File: src/assert_macros.svh
// Assertion macros shared by the RTL of the component labeling block.
// No dependencies; include with the bare file name.
`ifndef ASSERT_MACROS_SVH
`define ASSERT_MACROS_SVH

// Condition implies a consequence in the same cycle.
`define CCA_ASSERT_IMP(lbl, clk, rst, ante, cons, msg) \
   lbl: assert property (@(posedge clk) disable iff (rst) (ante) |-> (cons)) \
      else $error(msg);

// Condition implies a consequence in the next cycle.
`define CCA_ASSERT_NXT(lbl, clk, rst, ante, cons, msg) \
   lbl: assert property (@(posedge clk) disable iff (rst) (ante) |=> (cons)) \
      else $error(msg);

`endif

File: src/cca8_ram.sv
// Generic simple dual-port RAM: one write port, one read port with registered data.
// No dependencies.
`default_nettype none

module cca8_ram #(
   parameter int WIDTH = 8,
   parameter int DEPTH = 16
) (
   input  wire logic                     clock,
   input  wire logic                     wr_en,
   input  wire logic [$clog2(DEPTH)-1:0] wr_addr,
   input  wire logic [WIDTH-1:0]         wr_data,
   input  wire logic                     rd_en,
   input  wire logic [$clog2(DEPTH)-1:0] rd_addr,
   output logic      [WIDTH-1:0]         rd_data
);

   logic [WIDTH-1:0] mem_ff [DEPTH];
   logic [WIDTH-1:0] rd_data_ff;

   always_ff @(posedge clock) begin
      if (wr_en) begin
         mem_ff[wr_addr] <= wr_data;
      end
      if (rd_en) begin
         rd_data_ff <= mem_ff[rd_addr];
      end
   end

   assign rd_data = rd_data_ff;

endmodule

`default_nettype wire
File: config.mk
export PLATFORM = sky130hd
export DESIGN_NAME = cca8_ram
export DESIGN_NICKNAME = d
export VERILOG_FILES = /design/src/assert_macros.svh /design/src/cca8_ram.sv
export SDC_FILE = /design/constraint.sdc
export NUM_CORES = 1
export LEC_CHECK = 0
export BUFFER_PORTS_ARGS = -buffer_cell sky130_fd_sc_hd__buf_4
export CAP_MARGIN = 20
export CORE_UTILIZATION = 60
export CTS_CLUSTER_SIZE = 30
export DETAILED_ROUTE_END_ITERATION = 6
export PLACE_DENSITY = 0.78
export SYNTH_ARGS = -nofsm -noshare
export SYNTH_HDL_FRONTEND = slang
export SYNTH_SLANG_ARGS = --single-unit
File: constraint.sdc
create_clock -name clock -period 2.19 [get_ports clock]
set_clock_uncertainty 0.1 [all_clocks]
set_input_delay 0.219 -clock clock [delete_from_list [all_inputs] [get_ports clock]]
set_output_delay 0.219 -clock clock [all_outputs]
set_load 0.05 [all_outputs]
==> results of run 1 <==
[through the flow]
stage / worst slack [ns] / instances
CTS: 0.530 / 412
floorplan: 0.378 / 229
global placement: 0.274 / 371
finish: 0.556 / 412
detailed placement: 0.240 / 371
global route: 0.492 / 412
[cells in the mapped netlist]
master           number  area share, %
buf_4                 1           0.14
nand3_1               1          0.096
clkdlybuf4s25_2       3           0.57
nand3b_1              2           0.29
a22oi_1              16            2.3
buf_6                 3           0.65
mux4_1               14            7.0
nor2_1               13           0.93
and2_1                1           0.12
nor2b_1               1           0.12
mux4_2               18            7.8
or3b_2                1           0.17
nand2b_1              2           0.24
edfxtp_1            136             78
nand2_1               9           0.65
nor3_1                4           0.38
and2b_1               1           0.14
buf_2                 3           0.29
[sequential cells by signal, summed over array words and instances, names as in the netlist]
| signal | count |
|---|---|
| rd_data | 8 |
| mem_ff | 128 |
[cell families (layout without fill, tap and decap cells)]
group / count (synthesis) / in the layout
DFF: 136 / 136
AOI/OAI and AO/OA: 16 / 16
buffers and inverters: 10 / 88
muxes: 32 / 32
and+or+nand+nor: 35 / 35
[layer usage]
layer / vias up / track usage (%)
met5: - / 0
met4: 0 / 10.9
met3: 12 / 7.02
met2: 113 / 42.6
met1: 1370 / 33.2
li1: 1112 / -
[power groups by stage]
stage | registers, mW | logic (mW) | clock network (mW)
final | 2.95 | 0.337 | 3.00
after global routing | 2.95 | 0.359 | 3.13
after floorplan | 3.04 | 0.148 | 0
after detailed placement | 3.00 | 0.321 | 0
after global placement | 3.00 | 0.313 | 0
after CTS | 2.95 | 0.339 | 3.02
[area by class of cell]
| type | count | area [um^2] |
|---|---|---|
| clock buffer | 19 | 422 |
| clock inverter | 13 | 203 |
| fill | 465 | 2000 |
| multi-input combinational | 83 | 1060 |
| sequential | 136 | 4080 |
| tap | 105 | 131 |
| timing repair buffer | 56 | 443 |
[worst register-to-register path: stages (launching register included)]
cell,delay [ns]
edfxtp_1,0.38
mux4_1,0.51
a22oi_1,0.28
nand2_1,0.11
[worst max-delay path by stage]
stage	startpoint	endpoint	slack (ns)	cells after the start
finish	mem_ff[1][2]	rd_data[2]	0.56	3
floorplan	wr_addr[2]	mem_ff[0][0]	0.38	2
CTS	mem_ff[1][0]	rd_data[0]	0.53	3
global route	mem_ff[1][2]	rd_data[2]	0.49	3
global placement	rd_addr[0]	rd_data[3]	0.27	5
detailed placement	rd_addr[0]	rd_data[3]	0.24	5
==> flow_metrics.tcl, run 1 <==
set metrics [dict create \
    core_um2 8340 \
    port_buffers 26 \
    antenna_found_initial 0 \
    wl_met2_mm 5.44 \
    muxShareOfSynthArea_pct 14.8 \
    cts_num_sinks 136 \
    hold_class "in2reg" \
    fin_crit_ns 1.63 \
    ctsHoldBuffers 9 \
    synth_cell_type_count 18 \
    placed_cell_area_um2 5630 \
    worst-path-max-fanout 1 \
    cp-start-kind "register" \
    cts_buffer_depth 2 \
    design_area_um2 6340 \
    first_pass_iters 4 \
    period_share_pct 74.6 \
    comb_power_share_pct 5.4 \
    whs_endpoint "mem_ff[12][3]" \
    power_density_nw_per_um2 992 \
    area_growth_syn_to_layout_pct 21.3 \
    antenna_cells 0 \
    seqPwrFrac_pct 46.9 \
    drt-met1-wl_mm 4.13 \
    final_common_cell "edfxtp_1" \
    insertion_delay_ns 0.52 \
    start_util_pct 62.7 \
    critPathTopFamily "multiplexers" \
    routed_wl_mm 10.4 \
    synth_simple_gate_area_share_pct 3.14 \
    reg2reg_from "mem_ff[1][2]" \
    nets 313 \
    htreeDepth 4 \
    syn_nets 248 \
    wl_per_cell_um 25.2 \
    cts_tree "built" \
    p_clk_share_pct 47.7 \
    highest_layer "met4" \
    dieHeight_um 95.3 \
    arrival_ns 1.79 \
    rsz0062_at_grt "false" \
    yosys_warnings 0 \
    ir_drop_v 0.000579 \
    p_leak_nw 2.17 \
    fmax_mhz 612 \
    die-area_um2 9090 \
    r2r-end "rd_data[2]" \
    sw_frac_of_total_pct 20.0 \
    utilization_pct 76.0 \
    tns_ns 0 \
    dp_hpwl_mm 6.20 \
    maxSlewViolCount 0 \
    antenna_left 0 \
    clk_pin_slew_ns 0.06 \
    cts_root_buf "clkbuf_8" \
    std_cell_rows 33 \
    route.met3.wl_um 674 \
    path_buf_inv 0 \
    synth_xor_area_share_pct 0 \
    crit_path_cell_trace "mux4_1 > a22oi_1 > nand2_1" \
    most-common-layout-cells "136 x edfxtp_1, 47 x buf_4, 18 x mux4_2, 16 x a22oi_1, 16 x clkbuf_16" \
    die_x_um 95.3 \
    required_ns 2.35 \
    track_usage_pct 26.0 \
    p_switching_mw 1.26 \
    postCtsSetupRepairBufs 0 \
    worst_slew_pin_slew_ns 0.759 \
    finalHoldViolCount 0 \
    end_kind "register" \
    vias 2607 \
    grt-ovfl-total 0 \
    power.internal_mw 5.03 \
    hold_ws_ns 0.120 \
    synth_compound_area_share_pct 2.30 \
    numCtsBuffers 17 \
    grt_pass1_vias 2635 \
    yosys_register_bits 136 \
    drt_iter0_markers 197 \
    r2r_cells 3 \
    remaining_drc_errors 0 \
    outcome "completed" \
    syn-cell-area_um2 5230 \
    r2r_slack_ns 0.56 \
    max_stage_delay_ns 0.51 \
    grt_max_degree 25 \
    slowest_stage "mux4_1" \
    io_pins 27 \
    hold_start "wr_addr[0]" \
    hold-path-cell-count 3 \
    ys_seq_area_share_pct 78.1 \
    layout-drive-gt1-share_pct 30.6 \
    synthCells 229 \
    finalPower_mw 6.29 \
    grt_pass1_wl_mm 15.4 \
    avgSynthCellArea_um2 22.8 \
    maxCapViolations 0 \
    ctsResizeCount 0 \
    setup_viol 0 \
    synthAdderAreaFrac_pct 0 \
    crit_type "reg2reg" \
    slew_headroom_pct 49.3 \
    avgViaCountPerCell 6.33 \
    routabilityCongestion 0.718 \
    synth_top_family_by_area "multiplexers" \
]
(Power assumes the default switching activity.)
==> inputs of run 2 (changes only) <==
ABC_AREA = 1   (was default)
CORE_UTILIZATION = 55   (was 60)
PLACE_DENSITY = 0.75   (was 0.78)
clock period = 1.35 ns   (was 2.19 ns; I/O delays follow)
==> run 2 against run 1 <==
The flow now finishes with violations (negative setup slack). Sequential share of layout area decreased by 5.7 points. Via count increased by 50%. Synthesized area increased by 12%. Largest cell class unchanged. Global-route usage decreased by 0.69 points. Combinational power increased by 110%. Die area increased by 22%. Design area increased by 9.7%. Largest power group is now sequential cells. Clock power increased by 46%. Worst hold slack got worse by 0.020 ns. First-iteration DRC count increased by 58%. Core utilization decreased by 8.7 points.
==> flow_metrics.tcl, run 2 <==
set metrics [dict create \
    track_usage_pct 25.3 \
    async_flop_share_pct 0 \
    p_leak_nw 3.01 \
    synthAdderAreaFrac_pct 0 \
    violations "negative setup slack" \
    first_pass_iters 5 \
    synth_xor_area_share_pct 0 \
    worst-path-max-fanout 1 \
    ir_drop_v 0.000748 \
    rsz0062_at_grt "true" \
    finalNonFillerCells 755 \
    outcome "finished with violations" \
    antenna_left 0 \
    synth_top_family_by_area "simple AND/OR/NAND/NOR gates" \
    period_share_pct 103 \
    crit_path_cell_trace "buf_6" \
    avgSynthCellArea_um2 10.6 \
    synth_common_cells "173 x nand2_1, 136 x edfxtp_1, 100 x inv_1" \
    worst_slew_pin_slew_ns 0.600 \
    cts_tree "built" \
    synth_top_area_cell "edfxtp_1" \
    muxShareOfSynthArea_pct 0 \
    setup_viol 3 \
    path_buf_inv 1 \
    clk_pin_slew_ns 0.06 \
    layout-drive-gt1-share_pct 12.4 \
    maxSlewViolCount 0 \
    cts_root_buf "clkbuf_8" \
    vias 3920 \
    area_growth_syn_to_layout_pct 18.9 \
    largest_reg_flops 128 \
    critPathTopFamily "flip-flops" \
    core_um2 10300 \
    yosysTopAreaCellShare_pct 69.8 \
    slowest_stage "edfxtp_1" \
    finalPower_mw 9.89 \
    most-common-layout-cells "173 x nand2_1, 136 x edfxtp_1, 100 x inv_1, 97 x nand3_1, 39 x buf_4" \
    ys_seq_area_share_pct 69.8 \
    setup_ws_ns -0.0342 \
    power_density_nw_per_um2 1420 \
    finalHoldViolCount 0 \
    cts_num_sinks 136 \
    required_ns 1.12 \
    max_stage_delay_ns 0.44 \
    synth_ff_type "edfxtp_1" \
    synth_cell_type_count 11 \
    grt-ovfl-total 0 \
    maxCapViolations 0 \
    routabilityCongestion 0.828 \
    remaining_drc_errors 0 \
    yosys_warnings 0 \
    utilization_pct 67.4 \
    hold_ws_ns 0.100 \
    die_x_um 105 \
    wl_per_cell_um 16.8 \
    fin_crit_ns 1.38 \
    die-area_um2 11000 \
    synth_edf_count 136 \
    pre_cts_ws_ns -0.165 \
    fmax_mhz 722 \
    place_inst 713 \
    avgViaCountPerCell 5.19 \
    slew_headroom_pct 59.9 \
    nets 625 \
    port_buffers 26 \
    antenna_cells 0 \
    synth_compound_area_share_pct 0 \
    start_util_pct 56.6 \
    yosysMostFrequentCell "nand2_1" \
    final_common_cell "nand2_1" \
    cts_buffer_depth 2 \
    antenna_found_initial 0 \
    yosys_register_bits 136 \
    grt_pass1_vias 3956 \
    dieHeight_um 105 \
    arrival_ns 1.15 \
    postCtsSetupRepairBufs 0 \
    std_cell_rows 37 \
    regMostFlops "mem_ff" \
    cp-start-kind "register" \
    end_kind "output port" \
    syn-cell-area_um2 5850 \
    htreeDepth 4 \
    synthCells 551 \
    grt_max_degree 45 \
    routed_wl_mm 12.7 \
    synth_simple_gate_area_share_pct 20.8 \
    io_pins 27 \
    synthTopCellsByArea "edfxtp_1 70%, nand2_1 11%, nand3_1 8.3%" \
    numCtsBuffers 17 \
    syn_nets 570 \
    grt_pass1_wl_mm 20.1 \
    dp_hpwl_mm 7.82 \
    crit_type "reg2out" \
    hold_class "in2reg" \
    drt_iter0_markers 312 \
    insertion_delay_ns 0.53 \
]
==> run 2: final timing paths <==
kind	slack, ns	endpoint	startpoint	cells past startpoint
setup reg to reg	0.04	rd_data[2]	mem_ff[5][2]	6
hold reg to reg	0.65	rd_data[7]	mem_ff[11][7]	6
hold / removal	0.1	mem_ff[3][0]	wr_en	4
setup / recovery	-0.03	rd_data[4]	rd_data[4]	1
==> run 2: cell families after synthesis <==
family,count (synthesis)
DFF,136
buffers and inverters,126
and+or+nand+nor,289
==> run 2: final cells by class <==
cell class | instances | area (um^2)
flip-flops and latches | 136 | 4080
repair buffers | 60 | 543
inverters | 102 | 383
well taps | 136 | 170
clock buffers | 22 | 433
clock inverters | 10 | 128
fillers | 780 | 3370
multi-input cells | 289 | 1210
==> run 2: layer usage <==
layer  track usage [%]  wire [um]
met4              13.1        376
met1              32.0       4980
met2              41.5       6350
met3              5.18        999
met5                 0          0
==> run 2: where the power goes <==
group	internal (mW)	switching, mW
registers	4.76	0.0320
logic	0.237	0.475
clock network	2.79	1.60
total	7.78	2.10
==> run 2: through the flow <==
step	instance area, um^2	TNS (ns)
final	6950	-0.0584
after global routing	6950	-0.135
after CTS	6950	-0.173
after detailed placement	6260	-0.883
after global placement	6260	-0.726
after floorplan	5850	0
==> run 2: timing repair <==
action | in CTS | in global routing
setup endpoints to repair | 7 | 5
hold buffers | 10 | 0
resized for setup | 7 | 1
hold endpoints to repair | 144 | 0
